$ cat config.mk
export PLATFORM = sky130hd
export DESIGN_NAME = ipc_rendezvous_engine_flat
export DESIGN_NICKNAME = d
export VERILOG_FILES = /design/src/rtl/ipcre_pkg.sv /design/src/rtl/ipcre_if.sv /design/src/rtl/ipc_rendezvous_engine.sv /design/src/rtl/ipcre_mem.sv /design/src/flat_wrapper.sv
export SDC_FILE = /design/constraint.sdc
export NUM_CORES = 1
export LEC_CHECK = 0
export ABC_AREA = 0
export BUFFER_PORTS_ARGS = -buffer_cell sky130_fd_sc_hd__buf_2
export CAP_MARGIN = 20
export CORE_MARGIN = 5
export CORE_UTILIZATION = 50
export CTS_BUF_LIST = sky130_fd_sc_hd__clkbuf_8
export DETAILED_ROUTE_END_ITERATION = 7
export HOLD_SLACK_MARGIN = 0.03
export PLACE_DENSITY = 0.74
export SLEW_MARGIN = 25
export SYNTH_ARGS = -nofsm -noshare
export SYNTH_HDL_FRONTEND = slang
export SYNTH_HIERARCHICAL = 1
export SYNTH_SLANG_ARGS = --single-unit
$ cat constraint.sdc
create_clock -name clk_i -period 5.6 [get_ports clk_i]
set_input_delay 1.68 -clock clk_i [delete_from_list [all_inputs] [get_ports clk_i]]
set_output_delay 1.68 -clock clk_i [all_outputs]
set_load 0.005 [all_outputs]
$ cat src/rtl/ipcre_pkg.sv
// Package for the rendezvous engine: operation and outcome codes shared by the interfaces and the engine.
package ipcre_pkg;

  localparam int unsigned OP_W   = 2;
  localparam int unsigned OUTC_W = 3;

  localparam logic [OP_W-1:0] OP_SEND = 2'd0;
  localparam logic [OP_W-1:0] OP_RECV = 2'd1;
  localparam logic [OP_W-1:0] OP_INT  = 2'd2;

  localparam logic [OUTC_W-1:0] OUT_DELIVERED = 3'd0;
  localparam logic [OUTC_W-1:0] OUT_BLOCKED   = 3'd1;
  localparam logic [OUTC_W-1:0] OUT_INT_DLV   = 3'd2;
  localparam logic [OUTC_W-1:0] OUT_INT_LATCH = 3'd3;
  localparam logic [OUTC_W-1:0] OUT_DEADLOCK  = 3'd4;
  localparam logic [OUTC_W-1:0] OUT_INVALID   = 3'd5;

endpackage

$ cat src/rtl/ipcre_if.sv
// Request and response channel interfaces of the rendezvous engine.
interface ipcre_req_if import ipcre_pkg::*; #(
  parameter int unsigned PID_W  = 3,
  parameter int unsigned PEER_W = 4,
  parameter int unsigned ADDR_W = 32
);
  logic              valid;
  logic              ready;
  logic [OP_W-1:0]   op;
  logic [PID_W-1:0]  caller;
  logic [PEER_W-1:0] peer;
  logic [ADDR_W-1:0] msg_addr;

  modport source (output valid, op, caller, peer, msg_addr, input ready);
  modport sink   (input valid, op, caller, peer, msg_addr, output ready);
endinterface

interface ipcre_rsp_if import ipcre_pkg::*; #(
  parameter int unsigned PID_W  = 3,
  parameter int unsigned ADDR_W = 32
);
  logic              valid;
  logic              ready;
  logic [OUTC_W-1:0] outcome;
  logic              copy_valid;
  logic              int_notice;
  logic [PID_W-1:0]  copy_from_pid;
  logic [PID_W-1:0]  copy_to_pid;
  logic [ADDR_W-1:0] copy_from_addr;
  logic [ADDR_W-1:0] copy_to_addr;
  logic              woken_valid;
  logic [PID_W-1:0]  woken_pid;

  modport source (output valid, outcome, copy_valid, int_notice, copy_from_pid, copy_to_pid,
                  copy_from_addr, copy_to_addr, woken_valid, woken_pid, input ready);
  modport sink   (input valid, outcome, copy_valid, int_notice, copy_from_pid, copy_to_pid,
                  copy_from_addr, copy_to_addr, woken_valid, woken_pid, output ready);
endinterface

$ cat src/rtl/ipc_rendezvous_engine.sv
// Top level of the rendezvous message-passing engine: sequencer around the process tables.
//
// Channel  Direction  Beat content
// req_i    in         op, caller, peer, msg_addr
// rsp_o    out        outcome, copy fields, woken process
//
// A request that needs no walk goes from acceptance through S_C_EV and S_DONE back to
// idle, with S_WR_C in between when it writes its table entry back. A send walks the
// chain of blocked senders and, when it blocks behind others, the receiver's sender queue;
// a named receive walks the queue. Each step is one read of the process table memory,
// issued in a read state and taken up in an evaluate state through the single read port.
// Reset clears st_q, out_vld_q and the table valid bits at once; no clearing pass runs.
// A finished beat waits in the output register while the next request is taken; the
// sequencer only stalls when a second result is ready before the first has left.
module ipc_rendezvous_engine import ipcre_pkg::*; #(
  parameter int unsigned NUM_PROCS = 8,
  parameter int unsigned ADDR_BITS = 32
) (
  input  logic          clk_i,
  input  logic          rst_ni,
  ipcre_req_if.sink     req_i,
  ipcre_rsp_if.source   rsp_o
);
  localparam int unsigned PID_W  = (NUM_PROCS > 1) ? $clog2(NUM_PROCS) : 1;
  localparam int unsigned PEER_W = $clog2(NUM_PROCS + 3);
  localparam int unsigned CW     = $clog2(NUM_PROCS + 1);

  localparam logic [PEER_W-1:0] PEER_ANY  = PEER_W'(NUM_PROCS);
  localparam logic [PEER_W-1:0] PEER_INT  = PEER_W'(NUM_PROCS + 1);
  localparam logic [PEER_W-1:0] PEER_NONE = PEER_W'(NUM_PROCS + 2);
  localparam logic [PEER_W-1:0] Q_END     = PEER_W'(NUM_PROCS);
  localparam logic [CW-1:0]     CNT_MAX   = CW'(NUM_PROCS);
  localparam logic [CW-1:0]     CNT_LAST  = CW'(NUM_PROCS - 1);

  // One table entry per process.
  typedef struct packed {
    logic              snd;
    logic              rcv;
    logic [PID_W-1:0]  tgt;
    logic [PEER_W-1:0] src;
    logic              intp;
    logic [PEER_W-1:0] qhd;
    logic [PEER_W-1:0] qnx;
  } ent_t;

  typedef struct packed {
    logic [OUTC_W-1:0]    outcome;
    logic                 copy_valid;
    logic                 int_notice;
    logic [PID_W-1:0]     from_pid;
    logic [PID_W-1:0]     to_pid;
    logic [ADDR_BITS-1:0] from_addr;
    logic [ADDR_BITS-1:0] to_addr;
    logic                 woken_valid;
    logic [PID_W-1:0]     woken_pid;
  } res_t;

  localparam ent_t ENT_RST = '{snd: 1'b0, rcv: 1'b0, tgt: '0, src: PEER_NONE, intp: 1'b0,
                               qhd: Q_END, qnx: Q_END};
  localparam res_t RES_INV = '{outcome: OUT_INVALID, copy_valid: 1'b0, int_notice: 1'b0,
                               from_pid: '0, to_pid: '0, from_addr: '0, to_addr: '0,
                               woken_valid: 1'b0, woken_pid: '0};

  localparam int unsigned ST_W = 5;
  localparam logic [ST_W-1:0] S_IDLE   = 5'd0;
  localparam logic [ST_W-1:0] S_C_EV   = 5'd1;
  localparam logic [ST_W-1:0] S_CH_RD  = 5'd2;
  localparam logic [ST_W-1:0] S_CH_EV  = 5'd3;
  localparam logic [ST_W-1:0] S_SD_DEC = 5'd4;
  localparam logic [ST_W-1:0] S_SD_DLV = 5'd5;
  localparam logic [ST_W-1:0] S_XW     = 5'd6;
  localparam logic [ST_W-1:0] S_TL_RD  = 5'd7;
  localparam logic [ST_W-1:0] S_TL_EV  = 5'd8;
  localparam logic [ST_W-1:0] S_X_RD   = 5'd9;
  localparam logic [ST_W-1:0] S_X_EV   = 5'd10;
  localparam logic [ST_W-1:0] S_DQ_RD  = 5'd11;
  localparam logic [ST_W-1:0] S_DQ_EV  = 5'd12;
  localparam logic [ST_W-1:0] S_PV_RD  = 5'd13;
  localparam logic [ST_W-1:0] S_PV_EV  = 5'd14;
  localparam logic [ST_W-1:0] S_RC_FIN = 5'd15;
  localparam logic [ST_W-1:0] S_RC_DLV = 5'd16;
  localparam logic [ST_W-1:0] S_WR_C   = 5'd17;
  localparam logic [ST_W-1:0] S_DONE   = 5'd18;

  logic [ST_W-1:0]      st_q, st_d;
  logic [OP_W-1:0]      op_q, op_d;
  logic [PID_W-1:0]     c_q, c_d;
  logic [PEER_W-1:0]    peer_q, peer_d;
  logic [ADDR_BITS-1:0] addr_q, addr_d;
  ent_t                 ce_q, ce_d;
  ent_t                 xe_q, xe_d;
  logic [PID_W-1:0]     ptr_q, ptr_d;
  logic [PEER_W-1:0]    prev_q, prev_d;
  logic [PEER_W-1:0]    lnk_q, lnk_d;
  logic [CW-1:0]        cnt_q, cnt_d;
  logic                 head_q, head_d;
  res_t                 res_q, res_d;
  res_t                 out_q;
  logic                 out_vld_q;
  logic                 out_ld;
  logic                 req_acc;

  // Table memory ports.
  logic [PID_W-1:0]     era, ewa, bra, bwa;
  logic                 ewe, bwe;
  ent_t                 ewd;
  logic [$bits(ent_t)-1:0] ent_rdata;
  ent_t                 ent_rd;
  logic [ADDR_BITS-1:0] bwd, buf_rd;

  assign req_acc     = req_i.valid && req_i.ready;
  assign req_i.ready = (st_q == S_IDLE);
  assign ent_rd      = ent_t'(ent_rdata);

  ipcre_mem #(
    .AW      (PID_W),
    .DW      ($bits(ent_t)),
    .RST_VAL (ENT_RST)
  ) u_ent_mem (
    .clk_i   (clk_i),
    .rst_ni  (rst_ni),
    .raddr_i (era),
    .rdata_o (ent_rdata),
    .we_i    (ewe),
    .waddr_i (ewa),
    .wdata_i (ewd)
  );

  ipcre_mem #(
    .AW      (PID_W),
    .DW      (ADDR_BITS),
    .RST_VAL ('0)
  ) u_buf_mem (
    .clk_i   (clk_i),
    .rst_ni  (rst_ni),
    .raddr_i (bra),
    .rdata_o (buf_rd),
    .we_i    (bwe),
    .waddr_i (bwa),
    .wdata_i (bwd)
  );

  // Read addresses: the caller on acceptance; then the entry table reads the walk pointer or the
  // predecessor of an entry being unlinked, the buffer table the caller, destination or walk pointer.
  always_comb begin
    if (st_q == S_IDLE) begin
      era = req_i.caller;
    end else if (st_q == S_PV_RD) begin
      era = prev_q[PID_W-1:0];
    end else begin
      era = ptr_q;
    end
    case (st_q)
      S_IDLE:   bra = req_i.caller;
      S_SD_DEC: bra = peer_q[PID_W-1:0];
      S_RC_FIN: bra = ptr_q;
      default:  bra = c_q;
    endcase
  end

  // Sequencer. Table entries are read and, where they change, written back from its states;
  // only one access is in flight, so no two accesses to an entry ever overlap.
  always_comb begin
    ent_t t;
    t      = ce_q;
    st_d   = st_q;
    op_d   = op_q;
    c_d    = c_q;
    peer_d = peer_q;
    addr_d = addr_q;
    ce_d   = ce_q;
    xe_d   = xe_q;
    ptr_d  = ptr_q;
    prev_d = prev_q;
    lnk_d  = lnk_q;
    cnt_d  = cnt_q;
    head_d = head_q;
    res_d  = res_q;
    ewe    = 1'b0;
    ewa    = c_q;
    ewd    = ce_q;
    bwe    = 1'b0;
    bwa    = c_q;
    bwd    = addr_q;
    out_ld = 1'b0;

    case (st_q)
      S_IDLE: begin
        if (req_acc) begin
          op_d   = req_i.op;
          c_d    = req_i.caller;
          peer_d = req_i.peer;
          addr_d = req_i.msg_addr;
          res_d  = RES_INV;
          st_d   = S_C_EV;
        end
      end

      S_C_EV: begin
        ce_d = ent_rd;
        st_d = S_DONE;
        if ({1'b0, c_q} >= (PID_W + 1)'(NUM_PROCS)) begin
          st_d = S_DONE;
        end else if (op_q == OP_INT) begin
          t = ent_rd;
          if (ent_rd.rcv && (ent_rd.src == PEER_INT || ent_rd.src == PEER_ANY)) begin
            t.rcv  = 1'b0;
            t.src  = PEER_NONE;
            t.intp = 1'b0;
            res_d.outcome     = OUT_INT_DLV;
            res_d.copy_valid  = 1'b1;
            res_d.int_notice  = 1'b1;
            res_d.to_pid      = c_q;
            res_d.to_addr     = buf_rd;
            res_d.woken_valid = 1'b1;
            res_d.woken_pid   = c_q;
          end else begin
            t.intp        = 1'b1;
            res_d.outcome = OUT_INT_LATCH;
          end
          ce_d = t;
          st_d = S_WR_C;
        end else if (ent_rd.snd || ent_rd.rcv) begin
          st_d = S_DONE;
        end else if (op_q == OP_SEND) begin
          if (peer_q < Q_END && peer_q != PEER_W'(c_q)) begin
            ptr_d = peer_q[PID_W-1:0];
            cnt_d = '0;
            st_d  = S_CH_RD;
          end
        end else if (op_q == OP_RECV) begin
          if (peer_q != PEER_W'(c_q) && peer_q <= PEER_INT) begin
            t = ent_rd;
            if (ent_rd.intp && (peer_q == PEER_ANY || peer_q == PEER_INT)) begin
              t.intp           = 1'b0;
              ce_d             = t;
              res_d.outcome    = OUT_INT_DLV;
              res_d.copy_valid = 1'b1;
              res_d.int_notice = 1'b1;
              res_d.to_pid     = c_q;
              res_d.to_addr    = addr_q;
              st_d             = S_WR_C;
            end else if (peer_q == PEER_ANY && ent_rd.qhd < Q_END) begin
              ptr_d  = ent_rd.qhd[PID_W-1:0];
              head_d = 1'b1;
              st_d   = S_X_RD;
            end else if (peer_q < Q_END) begin
              ptr_d  = peer_q[PID_W-1:0];
              head_d = 1'b0;
              st_d   = S_X_RD;
            end else begin
              t.rcv         = 1'b1;
              t.src         = peer_q;
              ce_d          = t;
              bwe           = 1'b1;
              res_d.outcome = OUT_BLOCKED;
              st_d          = S_WR_C;
            end
          end
        end
      end

      // Deadlock check: follow the chain of blocked senders from the destination.
      S_CH_RD: st_d = S_CH_EV;
      S_CH_EV: begin
        if (cnt_q == '0) begin
          xe_d = ent_rd;
        end
        if (ent_rd.snd && cnt_q < CNT_MAX) begin
          if (ent_rd.tgt == c_q) begin
            res_d.outcome = OUT_DEADLOCK;
            st_d          = S_DONE;
          end else begin
            ptr_d = ent_rd.tgt;
            cnt_d = cnt_q + 1'b1;
            st_d  = S_CH_RD;
          end
        end else begin
          st_d = S_SD_DEC;
        end
      end

      S_SD_DEC: begin
        if (xe_q.rcv && (xe_q.src == PEER_W'(c_q) || xe_q.src == PEER_ANY)) begin
          t       = xe_q;
          t.rcv   = 1'b0;
          t.src   = PEER_NONE;
          ewe     = 1'b1;
          ewa     = peer_q[PID_W-1:0];
          ewd     = t;
          res_d.outcome     = OUT_DELIVERED;
          res_d.copy_valid  = 1'b1;
          res_d.from_pid    = c_q;
          res_d.to_pid      = peer_q[PID_W-1:0];
          res_d.from_addr   = addr_q;
          res_d.woken_valid = 1'b1;
          res_d.woken_pid   = peer_q[PID_W-1:0];
          st_d              = S_SD_DLV;
        end else begin
          t       = ce_q;
          t.snd   = 1'b1;
          t.tgt   = peer_q[PID_W-1:0];
          t.qnx   = Q_END;
          ewe     = 1'b1;
          ewd     = t;
          bwe     = 1'b1;
          res_d.outcome = OUT_BLOCKED;
          if (xe_q.qhd >= Q_END) begin
            xe_d.qhd = PEER_W'(c_q);
            st_d     = S_XW;
          end else begin
            ptr_d = xe_q.qhd[PID_W-1:0];
            cnt_d = '0;
            st_d  = S_TL_RD;
          end
        end
      end

      S_SD_DLV: begin
        res_d.to_addr = buf_rd;
        st_d          = S_DONE;
      end

      S_XW: begin
        ewe  = 1'b1;
        ewa  = peer_q[PID_W-1:0];
        ewd  = xe_q;
        st_d = S_DONE;
      end

      // Find the tail of the receiver's sender queue and link the caller behind it.
      S_TL_RD: st_d = S_TL_EV;
      S_TL_EV: begin
        if (cnt_q < CNT_MAX && ent_rd.qnx < Q_END) begin
          ptr_d = ent_rd.qnx[PID_W-1:0];
          cnt_d = cnt_q + 1'b1;
          st_d  = S_TL_RD;
        end else begin
          t     = ent_rd;
          t.qnx = PEER_W'(c_q);
          ewe   = 1'b1;
          ewa   = ptr_q;
          ewd   = t;
          st_d  = S_DONE;
        end
      end

      S_X_RD: st_d = S_X_EV;
      S_X_EV: begin
        xe_d = ent_rd;
        t    = ce_q;
        if (head_q) begin
          t.qhd    = ent_rd.qnx;
          ce_d     = t;
          xe_d.qnx = Q_END;
          st_d     = S_RC_FIN;
        end else if (ent_rd.snd && ent_rd.tgt == c_q && ce_q.qhd < Q_END) begin
          ptr_d  = ce_q.qhd[PID_W-1:0];
          prev_d = Q_END;
          cnt_d  = '0;
          st_d   = S_DQ_RD;
        end else begin
          t.rcv         = 1'b1;
          t.src         = peer_q;
          ce_d          = t;
          bwe           = 1'b1;
          res_d.outcome = OUT_BLOCKED;
          st_d          = S_WR_C;
        end
      end

      // Search the caller's queue for the named sender.
      S_DQ_RD: st_d = S_DQ_EV;
      S_DQ_EV: begin
        t = ce_q;
        if (ptr_q == peer_q[PID_W-1:0]) begin
          xe_d     = ent_rd;
          xe_d.qnx = Q_END;
          if (prev_q >= Q_END) begin
            t.qhd = ent_rd.qnx;
            ce_d  = t;
            st_d  = S_RC_FIN;
          end else begin
            lnk_d = ent_rd.qnx;
            st_d  = S_PV_RD;
          end
        end else begin
          prev_d = PEER_W'(ptr_q);
          if (cnt_q < CNT_LAST && ent_rd.qnx < Q_END) begin
            ptr_d = ent_rd.qnx[PID_W-1:0];
            cnt_d = cnt_q + 1'b1;
            st_d  = S_DQ_RD;
          end else begin
            t.rcv         = 1'b1;
            t.src         = peer_q;
            ce_d          = t;
            bwe           = 1'b1;
            res_d.outcome = OUT_BLOCKED;
            st_d          = S_WR_C;
          end
        end
      end

      S_PV_RD: st_d = S_PV_EV;
      S_PV_EV: begin
        t     = ent_rd;
        t.qnx = lnk_q;
        ewe   = 1'b1;
        ewa   = prev_q[PID_W-1:0];
        ewd   = t;
        st_d  = S_RC_FIN;
      end

      S_RC_FIN: begin
        t     = xe_q;
        t.snd = 1'b0;
        t.tgt = '0;
        ewe   = 1'b1;
        ewa   = ptr_q;
        ewd   = t;
        st_d  = S_RC_DLV;
      end

      S_RC_DLV: begin
        ewe               = 1'b1;
        res_d.outcome     = OUT_DELIVERED;
        res_d.copy_valid  = 1'b1;
        res_d.from_pid    = ptr_q;
        res_d.to_pid      = c_q;
        res_d.from_addr   = buf_rd;
        res_d.to_addr     = addr_q;
        res_d.woken_valid = 1'b1;
        res_d.woken_pid   = ptr_q;
        st_d              = S_DONE;
      end

      S_WR_C: begin
        ewe  = 1'b1;
        st_d = S_DONE;
      end

      S_DONE: begin
        if (!out_vld_q || rsp_o.ready) begin
          out_ld = 1'b1;
          st_d   = S_IDLE;
        end
      end

      default: st_d = S_IDLE;
    endcase
  end

  always_ff @(posedge clk_i or negedge rst_ni) begin
    if (!rst_ni) begin
      st_q      <= S_IDLE;
      out_vld_q <= 1'b0;
    end else begin
      st_q <= st_d;
      if (out_ld) begin
        out_vld_q <= 1'b1;
      end else if (rsp_o.ready) begin
        out_vld_q <= 1'b0;
      end
    end
  end

  always_ff @(posedge clk_i) begin
    op_q   <= op_d;
    c_q    <= c_d;
    peer_q <= peer_d;
    addr_q <= addr_d;
    ce_q   <= ce_d;
    xe_q   <= xe_d;
    ptr_q  <= ptr_d;
    prev_q <= prev_d;
    lnk_q  <= lnk_d;
    cnt_q  <= cnt_d;
    head_q <= head_d;
    res_q  <= res_d;
    if (out_ld) begin
      out_q <= res_q;
    end
  end

  assign rsp_o.valid          = out_vld_q;
  assign rsp_o.outcome        = out_q.outcome;
  assign rsp_o.copy_valid     = out_q.copy_valid;
  assign rsp_o.int_notice     = out_q.int_notice;
  assign rsp_o.copy_from_pid  = out_q.from_pid;
  assign rsp_o.copy_to_pid    = out_q.to_pid;
  assign rsp_o.copy_from_addr = out_q.from_addr;
  assign rsp_o.copy_to_addr   = out_q.to_addr;
  assign rsp_o.woken_valid    = out_q.woken_valid;
  assign rsp_o.woken_pid      = out_q.woken_pid;

  // An interrupt notice is only ever reported with its own outcome.
  a_int_notice_outcome: assert property (@(posedge clk_i) disable iff (!rst_ni)
    rsp_o.valid && rsp_o.int_notice |-> rsp_o.outcome == OUT_INT_DLV)
    else $error("interrupt notice with wrong outcome");

  // Without a copy there is neither a destination address nor a woken process.
  a_no_copy_quiet: assert property (@(posedge clk_i) disable iff (!rst_ni)
    rsp_o.valid && !rsp_o.copy_valid |-> rsp_o.copy_to_addr == '0 && !rsp_o.woken_valid)
    else $error("result fields set without a copy");

  // An accepted request always starts by evaluating the caller's entry.
  a_accept_reads_caller: assert property (@(posedge clk_i) disable iff (!rst_ni)
    req_acc |=> st_q == S_C_EV)
    else $error("sequencer did not start on accepted request");

endmodule

$ cat src/rtl/ipcre_mem.sv
// Synchronous table memory with one read and one write port and per-entry valid bits.
module ipcre_mem #(
  parameter int unsigned    AW      = 3,
  parameter int unsigned    DW      = 8,
  parameter logic [DW-1:0]  RST_VAL = '0
) (
  input  logic          clk_i,
  input  logic          rst_ni,
  input  logic [AW-1:0] raddr_i,
  output logic [DW-1:0] rdata_o,
  input  logic          we_i,
  input  logic [AW-1:0] waddr_i,
  input  logic [DW-1:0] wdata_i
);
  localparam int unsigned DEPTH = 2 ** AW;

  logic [DW-1:0]    mem_q [DEPTH];
  logic [DW-1:0]    rdata_q;
  logic [DEPTH-1:0] vld_q;
  logic             rvld_q;

  always_ff @(posedge clk_i) begin
    if (we_i) begin
      mem_q[waddr_i] <= wdata_i;
    end
    rdata_q <= mem_q[raddr_i];
  end

  // An entry never written reads as the reset value of the table.
  always_ff @(posedge clk_i or negedge rst_ni) begin
    if (!rst_ni) begin
      vld_q  <= '0;
      rvld_q <= 1'b0;
    end else begin
      if (we_i) begin
        vld_q[waddr_i] <= 1'b1;
      end
      rvld_q <= vld_q[raddr_i];
    end
  end

  assign rdata_o = rvld_q ? rdata_q : RST_VAL;

endmodule
$ cat src/flat_wrapper.sv
// flat-port wrapper written by rule: the top's interface ports become plain ports
module ipc_rendezvous_engine_flat import ipcre_pkg::*;
#(
  parameter int unsigned NUM_PROCS = 8,
  parameter int unsigned ADDR_BITS = 32
)
  (clk_i, rst_ni, req_i_valid, req_i_op, req_i_caller, req_i_peer, req_i_msg_addr, req_i_ready, rsp_o_valid, rsp_o_outcome, rsp_o_copy_valid, rsp_o_int_notice, rsp_o_copy_from_pid, rsp_o_copy_to_pid, rsp_o_copy_from_addr, rsp_o_copy_to_addr, rsp_o_woken_valid, rsp_o_woken_pid, rsp_o_ready);
  ipcre_req_if req_i_i ();
  ipcre_rsp_if rsp_o_i ();
  input  logic clk_i;
  input  logic rst_ni;
  input wire logic [$bits(req_i_i.valid)-1:0] req_i_valid;
  input wire logic [$bits(req_i_i.op)-1:0] req_i_op;
  input wire logic [$bits(req_i_i.caller)-1:0] req_i_caller;
  input wire logic [$bits(req_i_i.peer)-1:0] req_i_peer;
  input wire logic [$bits(req_i_i.msg_addr)-1:0] req_i_msg_addr;
  output wire logic [$bits(req_i_i.ready)-1:0] req_i_ready;
  output wire logic [$bits(rsp_o_i.valid)-1:0] rsp_o_valid;
  output wire logic [$bits(rsp_o_i.outcome)-1:0] rsp_o_outcome;
  output wire logic [$bits(rsp_o_i.copy_valid)-1:0] rsp_o_copy_valid;
  output wire logic [$bits(rsp_o_i.int_notice)-1:0] rsp_o_int_notice;
  output wire logic [$bits(rsp_o_i.copy_from_pid)-1:0] rsp_o_copy_from_pid;
  output wire logic [$bits(rsp_o_i.copy_to_pid)-1:0] rsp_o_copy_to_pid;
  output wire logic [$bits(rsp_o_i.copy_from_addr)-1:0] rsp_o_copy_from_addr;
  output wire logic [$bits(rsp_o_i.copy_to_addr)-1:0] rsp_o_copy_to_addr;
  output wire logic [$bits(rsp_o_i.woken_valid)-1:0] rsp_o_woken_valid;
  output wire logic [$bits(rsp_o_i.woken_pid)-1:0] rsp_o_woken_pid;
  input wire logic [$bits(rsp_o_i.ready)-1:0] rsp_o_ready;
  assign req_i_i.valid = req_i_valid;
  assign req_i_i.op = req_i_op;
  assign req_i_i.caller = req_i_caller;
  assign req_i_i.peer = req_i_peer;
  assign req_i_i.msg_addr = req_i_msg_addr;
  assign req_i_ready = req_i_i.ready;
  assign rsp_o_valid = rsp_o_i.valid;
  assign rsp_o_outcome = rsp_o_i.outcome;
  assign rsp_o_copy_valid = rsp_o_i.copy_valid;
  assign rsp_o_int_notice = rsp_o_i.int_notice;
  assign rsp_o_copy_from_pid = rsp_o_i.copy_from_pid;
  assign rsp_o_copy_to_pid = rsp_o_i.copy_to_pid;
  assign rsp_o_copy_from_addr = rsp_o_i.copy_from_addr;
  assign rsp_o_copy_to_addr = rsp_o_i.copy_to_addr;
  assign rsp_o_woken_valid = rsp_o_i.woken_valid;
  assign rsp_o_woken_pid = rsp_o_i.woken_pid;
  assign rsp_o_i.ready = rsp_o_ready;
  ipc_rendezvous_engine #(.NUM_PROCS(NUM_PROCS), .ADDR_BITS(ADDR_BITS)) u_core (.clk_i(clk_i), .rst_ni(rst_ni), .req_i(req_i_i), .rsp_o(rsp_o_i));
endmodule
==> metrics.md <==
| Metric | Value |
|---|---|
| Max-cap violations | `0` |
| Die ar. | `61,600 µm²` |
| Die W | `between 200 and 250 µm` |
| Endpoints failing hold | `0` |
| Leak | `11.3 nW` |
| Fin cells | `2,579` |
| Clock Tree Root | `clkbuf_8` |
| RSZ-0062 raised after global routing | `no` |
| Distinct cells, synth | `77` |
| Worst R2R Setup Slack | `1.40 ns` |
| Hold Slack | `roughly 0.41 ns` |
| Post-DP HPWL | `39.1 mm` |
| Post-synth top flop | `edfxtp_1` |
| Antenna violations before repair | `2` |
| Worst-path clk slew | `roughly 0.07 ns` |
| Setup Viol. Count Final | `0` |
| Mapped cell area | `28,400 µm²` |
| Internal power | `12.5 mW` |
| Drt pass-1 iters | `5` |
| Largest net degree at the start of global routing | `67` |
| Worst Tran Pin Value | `1.09 ns` |
| DRC | `0` |
| Placed cells | `2,372` |
| Vias per Instance | `5.95` |
| Seq pwr share | `44.8%` |
| Post-synthesis register bit count | `725` |
| Reg2Reg Depth | `8` |
| DRT iter0 DRCs | `1,607` |
| Psw | `5.68 mW` |
| Die Ht | `248 µm` |
| Max Freq | `about 220 MHz` |
| Outcome | `finished clean` |
| Routed wire length | `64.4 mm` |
| Clock Sink Count | `725` |
| Fraction of layout cells with a size suffix above 1 | `28.9%` |
| DP Worst Slack | `1.50 ns` |
| HP Class | `reg2reg` |
| Max_slew headroom | `a little over a quarter` |
| CP Launch Type | `flip-flop` |
| Vias | `15,357` |
| Crit Path Category | `reg2out` |
| Post-CTS Setup Bufs | `0` |
| Final min period | `4.64 ns` |
| Crit end category | `output pin` |
| End of the worst register-to-register path | `u_core/u_ent_mem/mem_q[1][14]` |
| Layout Nets | `1,778` |
| Layout area overhead | `14.1%` |
| Hold path startpoint | `u_core/res_q[18]` |
| Hold-fix buffer count after cts | `0` |
| Placed cell areas | `30,000 µm²` |
| Req. time, crit path | `3.92 ns` |
| Switch share | `31.3%` |
| Num CTS Buffers | `between 100 and 150` |
| Async SR Flop Fraction | `3.31%` |
| TritonCTS clock tree | `built` |
| Worst reg2reg startpoint | `u_core/st_q[0]` |
| Final Cycle Share | `about 83%` |
| Overall Power | `18.1 mW` |
| Worst Path Arrival | `2.96 ns` |
| Post_cts resized | `0` |
| Longest Clk Path Bufs | `3` |
| Starting density of the core | `50.4%` |
| Syn Area/Cell | `18.6 µm²` |
| Final setup margin | `between 0.9 and 1 ns` |
| Cell Rows | `87` |
| Net count after synthesis | `around 1,600` |
| # IOs | `126` |
| Grt total ovfl | `0` |
| Worst Hold Path EP | `u_core/rsp_o.copy_to_addr[14]` |
| Mapped Cells | `1,522` |
| Post-layout util | `57.6%` |
| First-pass GRT wire length | `97.1 mm` |
| Post-synthesis sequential area ratio | `74.5%` |
| Critical Path Fanout Max | `23` |
| Worst skew pair latency | `0.71 ns` |
| Worst hold path depth | `0` |
| Buffers on Ports | `125` |
| Vias in the first global route | `15,667` |
| Combinational fraction of design power | `between 30 and 40%` |
| Clk_skew | `0.0231 ns` |
| Power density over cell area | `560 nW/µm²` |
| Clock share of power | `24.8%` |
| Final Max Slew Viols | `0` |
| CTS HTree Levels | `3` |
| YS warnings | `6` |
| Peak supply drop | `0.396 mV` |
| Setup TNS | `0 ns` |
| Gp weighted congestion | `0.930` |
| Finished Cell Area | `between 30,000 and 40,000 µm²` |
| Post-synth EDFFs | `651` |
| Total track usage | `21.0%` |
| Core area | `56,300 µm²` |
| WL/cell | `roughly 25 µm` |
| Routed Antenna Nets | `0` |
-- metal layers --
| metal | GRT usage [%] | part of all wire, % | up-vias | routed length [µm] |
|---|---|---|---|---|
| met5 | 0 | 0 | - | 0 |
| met4 | 7.09 | 2.4 | 0 | 1530 |
| met3 | 4.10 | 7.9 | 120 | 5110 |
| met2 | 33.4 | 48 | 708 | 30900 |
| met1 | 29.7 | 42 | 7947 | 26800 |
| li1 | - | - | 6582 | - |
-- worst max-delay path: stages, from the launching register on --
cell and delay, ns:
dfrtp_1 0.61, or3_1 0.66, nor3_2 0.69, buf_2 0.29
-- cells in the mapped netlist (11+ instances only) --
cell type | instances | area, µm²
and2_1 | 61 | 382
edfxtp_1 | 651 | 19500
nand2_1 | 69 | 259
nand2b_1 | 20 | 125
buf_2 | 35 | 175
nand3_1 | 11 | 55.1
mux2_2 | 33 | 372
dfxtp_1 | 50 | 1000
mux4_1 | 14 | 368
a21oi_1 | 17 | 85.1
and3_1 | 17 | 106
a22o_1 | 83 | 727
nor3_1 | 18 | 90.1
a221o_1 | 13 | 130
nor2_1 | 32 | 120
o21ai_0 | 25 | 125
mux2_4 | 19 | 285
mux4_2 | 90 | 2030
clkbuf_1 | 26 | 97.6
dfrtp_1 | 24 | 601
inv_1 | 22 | 82.6
-- worst max-delay path by stage --
| stage | from | to | slack, ns | cells past startpoint |
|---|---|---|---|---|
| floorplan | u_core/u_ent_mem/rvld_q | u_core/u_buf_mem/mem_q[5][0] | 0.55 | 5 |
| global placement | u_core/st_q[0] | u_core/u_ent_mem/mem_q[1][8] | 1.56 | 8 |
| detailed placement | u_core/st_q[0] | u_core/u_ent_mem/mem_q[1][1] | 1.50 | 8 |
| CTS | u_core/st_q[0] | req_i_ready | 0.93 | 3 |
| global route | u_core/st_q[0] | req_i_ready | 0.80 | 3 |
| finish | u_core/st_q[0] | req_i_ready | 0.96 | 3 |
-- state kept, by name, summed over array words and instances (netlist names), 18 cells and up --
| name | cells |
|---|---|
| u_core/rsp_o.copy_from_addr | 32 |
| u_core/res_q | 79 |
| u_core/u_buf_mem/rdata_q | 32 |
| u_core/u_buf_mem/mem_q | 256 |
| u_core/u_ent_mem/rdata_q | 18 |
| u_core/ce_q | 18 |
| u_core/rsp_o.copy_to_addr | 32 |
| u_core/u_ent_mem/mem_q | 144 |
| u_core/addr_q | 32 |
| u_core/xe_q | 18 |
-- final cells by class --
class,count,area (µm²)
fillers,4137,23900
flip-flops and latches,725,21200
multi-input cells,693,6860
clock buffers,126,1730
repair buffers,175,1010
well taps,756,946
clock inverters,79,601
inverters,23,86.3
diodes,2,5.00
-- power by group through the flow --
stage | registers [mW] | logic, mW | clock network [mW]
3_3_place_gp | 8.17 | 5.39 | 0
2_1_floorplan | 8.00 | 4.06 | 0
6_report | 8.13 | 5.51 | 4.51
5_1_grt | 8.22 | 5.88 | 4.87
4_1_cts | 8.13 | 5.51 | 4.61
3_5_place_dp | 8.24 | 5.49 | 0
-- layout by cell type (no fill, tap or decap), drive strengths merged, types with 33 or more instances in the layout --
cell / instances
edfxtp: 651
buf: 175
nor2: 33
clkinv: 37
mux2: 52
a22o: 83
clkbuf: 126
dfxtp: 50
nand2: 69
mux4: 104
and2: 61
inv: 55
-- cells by family (layout without fill, tap and decap cells) --
group	Yosys count	in the layout	synth area share, %
other cells	0	2	0
mux	161	161	10.9
compound gates	216	216	6.01
xor+xnor	11	11	0.339
buf+inv	104	403	1.99
fa+ha+maj	6	6	0.264
flops	725	725	74.5
simple gates	299	299	5.95
(Power assumes the default switching activity.)
